**src/rtl/rj_pkg.sv**
```systemverilog
// ----------------------------------------------------------------------------
// rj_pkg
// Types, constants and helpers shared by the radar Jacobian pipeline.
// ----------------------------------------------------------------------------
`default_nettype none

package rj_pkg;

    typedef struct packed {
        logic signed [31:0] pos_x;
        logic signed [31:0] pos_y;
        logic signed [31:0] vel_x;
        logic signed [31:0] vel_y;
    } t_rj_in;

    typedef struct packed {
        logic signed [31:0] range_by_x;
        logic signed [31:0] range_by_y;
        logic signed [31:0] bearing_by_x;
        logic signed [31:0] bearing_by_y;
        logic signed [31:0] rate_by_x;
        logic signed [31:0] rate_by_y;
        logic               too_close;
    } t_rj_out;

    localparam logic [15:0] RJ_MIN_R2_RST = 16'd7;
    // cycles from an accepted start to its o_done strobe
    localparam int RJ_LAT = 54;

    // sign and saturate a magnitude into signed Q16.16
    function automatic logic [31:0] rj_sat(input logic neg, input logic [64:0] mag);
        logic [31:0] res;
        if (neg) begin
            if (mag > 65'd2147483648) res = 32'h8000_0000;
            else                      res = ~mag[31:0] + 32'd1;
        end else begin
            if (mag > 65'd2147483647) res = 32'h7FFF_FFFF;
            else                      res = mag[31:0];
        end
        return res;
    endfunction

endpackage

`default_nettype wire

```
**src/rtl/rj_sqrt.sv**
```systemverilog
// ----------------------------------------------------------------------------
// rj_sqrt
// Pipelined integer square root, floor(sqrt(s)), one root bit per stage.
// ----------------------------------------------------------------------------
`default_nettype none

module rj_sqrt
    import rj_pkg::*;
(
    input  wire logic        i_clk,
    input  wire logic [63:0] i_s,
    output logic      [31:0] o_root
);

    localparam int N = 32;

    logic [63:0] r_s    [N];
    logic [33:0] r_rem  [N];
    logic [31:0] r_root [N];

    for (genvar j = 0; j < N; j++) begin : g_stg
        logic [63:0] s_in;
        logic [33:0] rem_in;
        logic [31:0] root_in;
        logic [35:0] trial;
        logic [35:0] tst;
        logic [35:0] diff;
        logic        ge;

        if (j == 0) begin : g_first
            assign s_in    = i_s;
            assign rem_in  = '0;
            assign root_in = '0;
        end else begin : g_rest
            assign s_in    = r_s[j-1];
            assign rem_in  = r_rem[j-1];
            assign root_in = r_root[j-1];
        end

        assign trial = {rem_in, s_in[63:62]};
        assign tst   = {2'b00, root_in, 2'b01};
        assign ge    = trial >= tst;
        assign diff  = trial - tst;

        always_ff @(posedge i_clk) begin
            r_s[j]    <= {s_in[61:0], 2'b00};
            r_rem[j]  <= ge ? diff[33:0] : trial[33:0];
            r_root[j] <= {root_in[30:0], ge};
        end
    end

    assign o_root = r_root[N-1];

endmodule

`default_nettype wire

```
**config.mk**
```make
export PLATFORM = sky130hd
export DESIGN_NAME = rj_sqrt
export DESIGN_NICKNAME = d
export VERILOG_FILES = /design/src/rtl/rj_pkg.sv /design/src/rtl/rj_sqrt.sv
export SDC_FILE = /design/constraint.sdc
export NUM_CORES = 2
export LEC_CHECK = 0
export BUFFER_PORTS_ARGS = -buffer_cell sky130_fd_sc_hd__buf_2
export CAP_MARGIN = 15
export CORE_AREA = 2 2 408 410
export DETAILED_ROUTE_END_ITERATION = 12
export DIE_AREA = 0 0 410 412
export MAX_ROUTING_LAYER = met4
export PLACE_DENSITY = 0.83
export SYNTH_ARGS = -nofsm -noshare
export SYNTH_HDL_FRONTEND = slang
export SYNTH_MEMORY_MAX_BITS = 65536
export SYNTH_SLANG_ARGS = --single-unit
export TNS_END_PERCENT = 1
```
**constraint.sdc**
```tcl
create_clock -name i_clk -period 3.9 [get_ports i_clk]
set_clock_uncertainty 0.1 [all_clocks]
set_input_delay 0.78 -clock i_clk [delete_from_list [all_inputs] [get_ports i_clk]]
set_output_delay 0.78 -clock i_clk [all_outputs]
set_load 0.01 [all_outputs]
```
# After elaboration in Yosys (flattened, before gate mapping)
# Memory sizes are Yosys's and may differ from the RTL's.
# Cells that the tools add are included.
dict set report word_totals {
  ramBits 4096
  register_bits 0
  latch_bits 0
  n_memories 3
  wordCells 99
  rom_bits 0
}
dict set report op_classes {
  mul 0
  div_mod_pow 0
  eq_ne 0
  reduce_logical 0
  bitwise 0
  addsub 32
  magnitude_cmp 32
  mux 32
  n_shift 0
}
# name depth width read_ports rd_clocked_by_memory_dff wr line
set mem_list {}
lappend mem_list {r_s 32 62 31 0 32 rj_sqrt.sv:17} ;# logic [63:0] r_s [N];
lappend mem_list {r_rem 32 34 31 0 32 rj_sqrt.sv:18} ;# logic [33:0] r_rem [N];
lappend mem_list {r_root 32 32 32 0 32 rj_sqrt.sv:19} ;# logic [31:0] r_root [N];
# op count
set ops {}
lappend ops {{greater-or-equal comparator 36 x 34 -> 1 bit} 31}
lappend ops {{two-way mux 34 bit} 32}
lappend ops {{subtractor 34 bit} 31}
lappend ops {{subtractor 2 x 1 -> 3 bit (second input constant)} 1}
lappend ops {{greater-or-equal comparator 2 x 1 -> 1 bit (second input constant)} 1}

# Depth between registers and ports, before layout
# An unclocked memory read counts as a cell.
dict set report logic_depth {
  word_depth 3
  mapped_depth 15
}

# Worst setup path after synthesis
# OpenSTA, ideal clock, no wires.
dict set report synth_path {
  kind {reg2reg}
  start {memory r_rem[3][18] (netlist: r_rem[0][120])}
  end {memory r_rem[4][25] (netlist: r_rem[0][161])}
  slack_ns 0.053
  t_arrival_ns 3.614
  stages_incl_launch_ff 13
  required_ns 3.666
  synth_period_minus_slack_ns 3.847
  setup_time_ns 0.134
  cell_sequence {dfxtp_1 -> or4_1 -> or4_1 -> or3_4 -> or4_1 -> or3_1 -> or4_1 -> buf_2 -> nand2_4 -> or2_1 -> buf_6 -> nor4_1 -> xor2_1}
}
# element line
set synth_lines {}
lappend synth_lines {{from (decl)} rj_sqrt.sv:18}

==> reports/metrics.cfg <==
[global_route]
met1_usage = 0.269
gr-usage-all-layers = 0.234
gr-usage-met3 = 0.0338
grt_max_degree = 55
grt_pass1_wl_um = 315000
grt_overflow_total = 0
antenna_found_initial = 2
busiest_layer = met2
met2_usage = 0.407
grt_pass1_vias = 63300

[route]
first_pass_iters = 6
postRouteAntennaNets = 0
wl_um = 195000
viasPerCell = 5.41
first_iter_violations = 4471
num_vias = 63300
drc = 0
routedWlPerCell_um = 16.7

[timing]
finalCritPeriodShare = 0.965
period_needed_ns = 3.76
setup_ws_ns = 0.137
max-slew-margin-rel = 0.264
whs_ns = 0.177
timing.final.hold_violations = 0
tightestPinTransition_ns = 1.10
finalSetupViolCount = 0
slew_violations = 0
fmax_mhz = 266
rsz0062_at_grt = true

[setup_path]
worstPathMaxFanout = 7
arrival_ns = 4.43
max_stage_delay_ns = 0.68
cp_num_buf_inv = 0
cp_common_cell = nor4_1
worstSetupPathType = register to register
slowest_stage = or4b_2
cp.depth = 10
worstPathRequired_ns = 4.57
r2r_cells = 10
path_cells = nor4_1, or4b_2, or3_1, nor4_1, nand2_1, a2111oi_4, or3_1, or4_1, nor4_1, xor2_1
cp_top_family = simple AND/OR/NAND/NOR gates
crit_path_end_kind = register
cp-start-kind = register

[place]
dpl.cell_count = 11200
place_hpwl_um = 141000
place.gp.congestion = 0.954
portBuffers = 96
pre_cts_slack_ns = -0.000798

[yosys]
yosys_most_used_dff = dfxtp_1
yosysUniqueCellTypes = 80
async_reset_ff_frac = 0
avgSynthCellArea_um2 = 10.2
ys.warnings.count = 0
synth_area_um2 = 91500
synth-edff-count = 0
syn_inst = 8979
synth_nets = 9606
ys_seq_area_frac = 0.552
ys_ff_latch = 2523

[final_layout]
area_growth_pct = 13.7
layout-drive-gt1-share = 0.0813
nets = 9937
fin_cells = 11700

[power_and_ir_drop]
leakagePower_nw = 49.3
powerDensity_nw_per_um2 = 652
vdd_drop_max_uv = 585

[clock_network]
cts_tree = built
clock_path_buffers = 3
htree_levels = 4
root_buffer = clkbuf_16
clk_latency_ns = 0.90
clkSlewWorstSetupHoldPaths_ns = 0.06
cts.sink_count = 2523
cts_buffers = 235

[floorplan]
rows = 149
io_pins = 97
die_w_um = 410
start_util = 0.557
core-area_um2 = 164000
die_y_um = 412
die-area_um2 = 169000

[run]
maxCapViolations = 0

[hold_path]
min_path_type = register to register
hold_depth = 0

[outcome]
status = completed

==> per-layer routing <==
metal	up-vias	wire length [um]	part of all wire
met5	-	0	0
met4	0	7750	0.040
met3	529	9040	0.046
met1	29800	81500	0.42
li1	31300	-	-
met2	1691	97200	0.50
==> path summary, 6_finish.rpt <==
| check | from | to | slack, ns |
|---|---|---|---|
| min | r_s[0][796]$_DFF_P_ | r_s[0][860]$_DFF_P_ | 0.18 |
| max reg2reg | r_rem[0][464]$_DFF_P_ | r_rem[0][509]$_DFF_P_ | 0.14 |
| min reg2reg | r_s[0][796]$_DFF_P_ | r_s[0][860]$_DFF_P_ | 0.18 |
| max | r_rem[0][464]$_DFF_P_ | r_rem[0][509]$_DFF_P_ | 0.14 |
==> report_power, final <==
group / internal, W / total, W / switching, W
sequential: 0.0300 / 0.0333 / 0.00324
clock: 0.0137 / 0.0237 / 0.0100
combinational: 0.00488 / 0.0108 / 0.00596
total: 0.0486 / 0.0678 / 0.0192
==> cell families after synthesis <==
logic type / count (synthesis) / share of synthesized area
buf+inv: 894 / 0.0368
simple gates: 2285 / 0.123
other cells: 1 / 0.0000410
xor+xnor: 842 / 0.0806
compound gates: 1773 / 0.119
flops: 2523 / 0.552
mux: 99 / 0.0120
fa+ha+maj: 562 / 0.0768
==> layout make-up <==
class / instances / area [um^2]
fill: 12400 / 60100
sequential: 2523 / 50500
multi-input combinational: 5562 / 37900
clock buffer: 323 / 6610
inverter: 730 / 2740
tap: 2189 / 2740
timing repair buffer: 258 / 1970
clock inverter: 117 / 1670
antenna: 1 / 2.50
==> state kept, by name (all words and copies together) (netlist names) <==
register and count:
r_rem 1003, r_root 528, r_s 992
==> cell usage in the layout (no fill, tap or decap), drive strengths merged, types with 65 or more instances in the layout <==
master	instances
nor2	573
clkinv	76
ha	562
o21a	84
mux2	84
clkbuf	323
xor2	414
nor4	130
o21ai	457
nand2b	101
nor3	203
inv	731
a21oi	577
dfxtp	2523
nand3	153
a21o	259
xnor2	428
nor2b	80
buf	193
nand2	575
nand4	94
dlygate4sd3	65
or3	100
==> stage by stage <==
stage / area (um^2) / TNS, ns / util / power, W
final: 104000 / 0 / 0.634 / 0.0678
after global routing: 104000 / -0.133 / 0.634 / 0.0710
after detailed placement: 95100 / -0.000798 / 0.579 / 0.0443
after CTS: 104000 / 0 / 0.633 / 0.0682
after floorplan: 91500 / 0 / - / 0.0409
after global placement: 95100 / -0.174 / 0.579 / 0.0439
==> Yosys cell counts (128+ instances only) <==
cell type,instances,share of area
nand3_1,153,0.0084
nor3_1,203,0.011
xnor2_1,428,0.041
inv_1,726,0.030
nor4_1,128,0.0087
a21o_1,259,0.021
dfxtp_1,2523,0.55
nand2_1,573,0.023
ha_1,562,0.077
xor2_1,414,0.040
a21oi_1,577,0.032
nor2_1,573,0.023
o21ai_0,451,0.025
clkbuf_1,156,0.0064
==> worst register-to-register path: cells and delay by family, from the launching register on <==
kind / cells / cell delay (ns)
AOI/OAI and AO/OA: 1 / 0.36
xor gates and xnor gates: 1 / 0.15
DFF: 1 / 0.34
and+or+nand+nor: 8 / 2.68
==> timing repair <==
action / in CTS / in global routing
cloned: 0 / 1
endpoints found under the hold margin: 65 / 0
endpoints found under the setup margin: 12 / 53
gates resized for setup: 2 / 17
hold buffers: 65 / 0
pin swaps: 0 / 4
setup buffers: 0 / 1
No activity file was read; power rests on OpenSTA's default activity.
