<file path="config.mk">
export PLATFORM = sky130hd
export DESIGN_NAME = rj_div
export DESIGN_NICKNAME = d
export VERILOG_FILES = /design/src/rtl/rj_pkg.sv /design/src/rtl/rj_div.sv
export SDC_FILE = /design/constraint.sdc
export NUM_CORES = 2
export LEC_CHECK = 0
export BUFFER_PORTS_ARGS = -buffer_cell sky130_fd_sc_hd__buf_2
export CORE_UTILIZATION = 40
export CTS_CLUSTER_DIAMETER = 200
export DETAILED_ROUTE_END_ITERATION = 16
export GPL_TIMING_DRIVEN = 0
export PLACE_DENSITY = 0.66
export SYNTH_ARGS = -nofsm -noshare
export SYNTH_HDL_FRONTEND = slang
export SYNTH_SLANG_ARGS = --single-unit
</file>
<file path="constraint.sdc">
create_clock -name i_clk -period 3.4 [get_ports i_clk]
set_input_delay 0.34 -clock i_clk [delete_from_list [all_inputs] [get_ports i_clk]]
set_output_delay 0.34 -clock i_clk [all_outputs]
set_load 0.02 [all_outputs]
</file>
<file path="src/rtl/rj_pkg.sv">
// ----------------------------------------------------------------------------
// rj_pkg
// Types, constants and helpers shared by the radar Jacobian pipeline.
// ----------------------------------------------------------------------------
`default_nettype none

package rj_pkg;

    typedef struct packed {
        logic signed [31:0] pos_x;
        logic signed [31:0] pos_y;
        logic signed [31:0] vel_x;
        logic signed [31:0] vel_y;
    } t_rj_in;

    typedef struct packed {
        logic signed [31:0] range_by_x;
        logic signed [31:0] range_by_y;
        logic signed [31:0] bearing_by_x;
        logic signed [31:0] bearing_by_y;
        logic signed [31:0] rate_by_x;
        logic signed [31:0] rate_by_y;
        logic               too_close;
    } t_rj_out;

    localparam logic [15:0] RJ_MIN_R2_RST = 16'd7;
    // cycles from an accepted start to its o_done strobe
    localparam int RJ_LAT = 54;

    // sign and saturate a magnitude into signed Q16.16
    function automatic logic [31:0] rj_sat(input logic neg, input logic [64:0] mag);
        logic [31:0] res;
        if (neg) begin
            if (mag > 65'd2147483648) res = 32'h8000_0000;
            else                      res = ~mag[31:0] + 32'd1;
        end else begin
            if (mag > 65'd2147483647) res = 32'h7FFF_FFFF;
            else                      res = mag[31:0];
        end
        return res;
    endfunction

endpackage

`default_nettype wire

</file>
<file path="src/rtl/rj_div.sv">
// ----------------------------------------------------------------------------
// rj_div
// Pipelined restoring divider, one quotient bit per stage.
// Caller guarantees num < den * 2^QW, so QW quotient bits suffice.
// ----------------------------------------------------------------------------
`default_nettype none

module rj_div
    import rj_pkg::*;
#(
    parameter int NW = 48,
    parameter int DW = 32,
    parameter int QW = 17
) (
    input  wire logic          i_clk,
    input  wire logic [NW-1:0] i_num,
    input  wire logic [DW-1:0] i_den,
    output logic      [QW-1:0] o_quo
);

    logic [DW-1:0] r_rem [QW];
    logic [QW-1:0] r_lo  [QW];
    logic [QW-1:0] r_q   [QW];
    logic [DW-1:0] r_den [QW];

    for (genvar j = 0; j < QW; j++) begin : g_stg
        logic [DW-1:0] rem_in;
        logic [QW-1:0] lo_in;
        logic [QW-1:0] q_in;
        logic [DW-1:0] den_in;
        logic [DW:0]   trial;
        logic [DW:0]   diff;
        logic          ge;

        if (j == 0) begin : g_first
            assign rem_in = DW'(i_num[NW-1:QW]);
            assign lo_in  = i_num[QW-1:0];
            assign q_in   = '0;
            assign den_in = i_den;
        end else begin : g_rest
            assign rem_in = r_rem[j-1];
            assign lo_in  = r_lo[j-1];
            assign q_in   = r_q[j-1];
            assign den_in = r_den[j-1];
        end

        assign trial = {rem_in, lo_in[QW-1]};
        assign ge    = trial >= {1'b0, den_in};
        assign diff  = trial - {1'b0, den_in};

        always_ff @(posedge i_clk) begin
            r_rem[j] <= ge ? diff[DW-1:0] : trial[DW-1:0];
            r_lo[j]  <= {lo_in[QW-2:0], 1'b0};
            r_q[j]   <= {q_in[QW-2:0], ge};
            r_den[j] <= den_in;
        end
    end

    assign o_quo = r_q[QW-1];

endmodule

`default_nettype wire

</file>
=== Word level (Yosys, flattened, before mapping) ===
Memory sizes are Yosys's and may differ from the RTL's.
Cells that the tools add are included.

* Input bits: 81
* Logic and storage cells: 55
* Bits in registers: 0
* Memories kept: 4
* Output and inout port bits: 17
* Bits in writable memories: 1649

* $lt $le $gt $ge: 17
* Muxes and demuxes: 17
* Add/sub/neg operators: 17

{| class="wikitable"
|+ Memory list
! name !! depth !! width !! read ports !! clocked after memory_dff !! write ports !! RTL line !! text
|-
| r_den || 17 || 32 || 16 || 0 || 17 || rj_div.sv:24 || <nowiki>logic [DW-1:0] r_den [QW];</nowiki>
|-
| r_rem || 17 || 32 || 16 || 0 || 17 || rj_div.sv:21 || <nowiki>logic [DW-1:0] r_rem [QW];</nowiki>
|-
| r_q || 17 || 17 || 17 || 0 || 17 || rj_div.sv:23 || <nowiki>logic [QW-1:0] r_q [QW];</nowiki>
|-
| r_lo || 17 || 16 || 16 || 0 || 17 || rj_div.sv:22 || <nowiki>logic [QW-1:0] r_lo [QW];</nowiki>
|}

{| class="wikitable"
|+ Operator list
! kind !! number
|-
| $mux W32 || 17
|-
| $sub A32 B32 Y32 || 17
|-
| $ge A33 B32 Y1 || 16
|-
| $ge A32 B32 Y1 || 1
|}

=== Longest topological paths before layout ===
An unclocked memory read counts as a cell.

* Word-level depth: 3
* Gate-level depth with buffers: 15
* Depth with buffers taken out: 13

=== Least setup slack after synthesis ===
No wires, ideal clock.

* Path kind: reg2reg
* Start: memory r_den[3][10], in the netlist r_den[0][106]
* End: memory r_rem[4][4], in the netlist r_rem[0][132]
* Slack: 0.123 ns
* Data arrival time: 3.156 ns
* Cell stages (with the launch flop): 13
* Buffers on the path: 1
* Library setup time: 0.121 ns
* Cell sequence: dfxtp_1 > inv_1 > ha_1 > a21o_1 > a211o_1 > a221oi_2 > nand2_2 > a31o_1 > a21o_1 > a221o_2 > a211oi_4 > buf_6 > mux2_4

{| class="wikitable"
|+ RTL lines
! item !! RTL line
|-
| from (decl) || rj_div.sv:24
|-
| to (decl) || rj_div.sv:21
|}

==> flow_metrics.env <==
export IMPL_status="complete, no violations"
export IMPL_wl_um=161000
export IMPL_p_clk_share_pct=20.1
export IMPL_cts_tree="built"
export IMPL_ir_drop_v=0.000661
export IMPL_ant_nets=0
export IMPL_start_util_pct=40.2
export IMPL_area_growth_pct=18.4
export IMPL_wire_per_inst_um=17.9
export IMPL_drtIter0Drc=3071
export IMPL_syn_area_per_cell_um2=9.44
export IMPL_yosys_register_bits=1313
export IMPL_netlist_area_um2=61100
export IMPL_slew_violations=0
export IMPL_vias=46800
export IMPL_viasPerCell=5.21
export IMPL_cts_clk_slew_worst_paths_ps=60
export IMPL_p_int_mw=49.3
export IMPL_min_from="i_num[26]"
export IMPL_ys_warnings_count=0
export IMPL_drtPass1Iterations=5
export IMPL_critPathRequiredTime_ps=4060
export IMPL_setup_viol=0
export IMPL_clock_sinks=1313
export IMPL_synthFlopType="dfxtp_1"
export IMPL_grt_max_degree=17
export IMPL_chipHeight_um=393
export IMPL_reg2reg_slack_ps=8
export IMPL_dp_hpwl_um=125000
export IMPL_clock_path_buffers=3
export IMPL_cts_max_level=4
export IMPL_grt_pass1_vias=45400
export IMPL_setup_tns_ps=0
export IMPL_period_share_pct=99.8
export IMPL_clock_latency_ps=810
export IMPL_min_period_ps=3390
export IMPL_crit_path_end_kind="flip-flop"
export IMPL_dp_slack_ps=-1380
export IMPL_fmax_mhz=295
export IMPL_finalWeightedCongestion=0.936
export IMPL_postSynth_asyncResetShare_pct=0
export IMPL_drive_above_1_share_pct=15.0
export IMPL_register_area_um2=26300
export IMPL_grt_usage_pct=20.4
export IMPL_fin_skew_ps=42.6
export IMPL_boundaryPins=98
export IMPL_hold_depth=4
export IMPL_numCtsBuffers=143
export IMPL_rsz0062_at_grt="true"
export IMPL_yosysUniqueCellTypes=92
export IMPL_final_cell_area_um2=72300
export IMPL_io_buffers=97
export IMPL_min_to="r_rem[0][10]"
export IMPL_fillers=14300
export IMPL_stdcell_count=8990
export IMPL_syn_inst=6466
export IMPL_hold_viol=0
export IMPL_share_comb_of_total_power_pct=51.8
export IMPL_power_density_nw_per_um2=1120
export IMPL_tightestPinTransition_ps=755
export IMPL_cap_violations=0
export IMPL_die_w_um=393
export IMPL_synth_nets=7107
export IMPL_dp_cells=8593
export IMPL_final_core_util_pct=47.7
export IMPL_die_area_um2=154000
export IMPL_drc_errors=0
export IMPL_hold_class="in -> reg"
export IMPL_grt_first_pass_wirelength_um=248000
export IMPL_grt_overflow=0
export IMPL_coreArea_um2=152000
export IMPL_r2r_start="r_den[0][106]"
export IMPL_synth_edf_count=0
export IMPL_start_kind="flip-flop"
export IMPL_p_leak_nw=33.0
export IMPL_seq_power_share_pct=28.1
export IMPL_critPathMaxFanout=8
export IMPL_nets=7490
export IMPL_switchingPower_mw=31.9
export IMPL_cts_root_buffer="clkbuf_16"
export IMPL_switching_share_pct=39.3
export IMPL_crit_arrival_ps=4060
export IMPL_multi_input_area_um2=32900
export IMPL_relSlewSlack_pct=49.2
export IMPL_fin_ws_ps=7.91
export IMPL_reg2regPathDepth=13
export IMPL_antenna_found_initial=4
export IMPL_timing_rr_end="r_rem[0][158]"
export IMPL_rows=143
export IMPL_criticalPathCategory="reg -> reg"
export IMPL_place_area_um2=64100
export IMPL_ys_seq_area_share_pct=43.0
## metrics by stage
step,total power [mW],hold WS [ps]
2_1_floorplan,51.2,310
3_3_place_gp,60.7,310
3_5_place_dp,61.0,312
4_1_cts,79.5,-396
5_1_grt,86.7,63.6
6_report,81.2,77.6
## how the worst max path moves through the flow
stage | start | endpoint | slack, ps
2_1_floorplan | r_den[0][106] | r_rem[0][132] | 120
3_3_place_gp | r_den[0][69] | r_rem[0][118] | -1350
3_5_place_dp | r_den[0][69] | r_rem[0][118] | -1380
4_1_cts | r_lo[0][127] | r_rem[0][280] | 2
5_1_grt | r_lo[0][63] | r_rem[0][156] | -90
6_report | r_den[0][106] | r_rem[0][158] | 8
## cell families after synthesis
family                   synth area share, %
AO/OA/AOI/OAI                           17.4
flip-flops                              43.0
AND/OR/NAND/NOR                         10.3
buffers and inverters                   5.23
adder cells (fa/ha/maj)                 11.7
XOR/XNOR                                6.20
multiplexers                            6.15
## timing repair
action                     in CTS  in global routing
gates cloned                    1                  2
setup endpoints to repair     502                456
hold endpoints to repair       81                  4
buffers inserted               38                 41
pin swaps                      34                 62
hold buffers                   76                  6
resized for setup             202                237
## synthesized netlist by cell type, types with 27 or more instances
master	count	area [µm²]
o21ai_0	359	1800
nand4_1	88	551
a21o_1	268	2010
mux2_2	278	3130
clkbuf_1	126	473
dfxtp_1	1313	26300
o21bai_1	61	458
o21a_1	83	623
nor3_1	73	365
inv_1	677	2540
a211oi_1	46	345
nor2_1	335	1260
nand3_1	90	450
xor2_1	165	1450
nor2b_1	83	519
nand2_1	374	1400
o31ai_1	31	233
a31oi_1	58	363
ha_1	544	6810
nand2b_1	72	450
buf_2	27	135
xnor2_1	267	2340
a21oi_1	556	2780
mux2_4	27	405
and3_1	46	288
o211ai_1	31	233
## worst max-delay path: stages (launching register included)
cell	delay, ps
dfxtp_2	350
inv_2	50
ha_4	230
a21o_1	180
a211o_1	300
a221oi_2	250
nand2_2	120
a31o_1	240
a21o_1	180
a221o_2	390
a211oi_4	310
buf_12	180
buf_12	150
mux2_4	330
## power by group through the flow
stage	Combinational, mW	Clock (mW)	Sequential [mW]
floorplan	29.3	0	22.0
global placement	37.7	0	23.0
detailed placement	37.9	0	23.1
CTS	39.9	16.8	22.8
global route	46.0	17.4	23.2
finish	42.0	16.4	22.8
## flip-flops by register name, summed over array words and instances, names as in the netlist
name   flops
r_rem    512
r_den    512
r_lo     136
r_q      153
## cell type report
| class | instances | area share, % |
|---|---|---|
| buffer | 136 | 1.23 |
| timing repair buffer | 261 | 2.84 |
| tap | 2030 | 3.51 |
| sequential | 1313 | 36.4 |
| clock inverter | 65 | 1.41 |
| multi-input combinational | 4317 | 45.5 |
| clock buffer | 189 | 5.61 |
| antenna | 2 | 0.00692 |
| inverter | 677 | 3.51 |
## cell usage in the layout (no fill, tap or decap), drive strengths merged, types with 59 or more instances in the layout
cell / netlist / layout
a21o: 269 / 269
a21oi: 556 / 556
a31oi: 59 / 59
buf: 33 / 217
clkbuf: 126 / 287
dfxtp: 1313 / 1313
dlygate4sd3: 0 / 82
ha: 544 / 544
inv: 677 / 691
mux2: 305 / 305
nand2: 375 / 375
nand2b: 72 / 72
nand3: 90 / 90
nand4: 88 / 88
nor2: 335 / 335
nor2b: 83 / 83
nor3: 74 / 74
o21a: 83 / 83
o21ai: 374 / 374
o21bai: 61 / 61
xnor2: 267 / 267
xor2: 165 / 165
## routing by layer
| metal | global-route usage (%) | routed length [µm] | vias to the layer above |
|---|---|---|---|
| li1 | - | - | 23300 |
| met2 | 32.3 | 71600 | 1195 |
| met4 | 7.41 | 5390 | 0 |
| met1 | 27.6 | 75400 | 22100 |
| met5 | 0 | 0 | - |
| met3 | 3.74 | 8700 | 254 |
(Power assumes the default switching activity.)
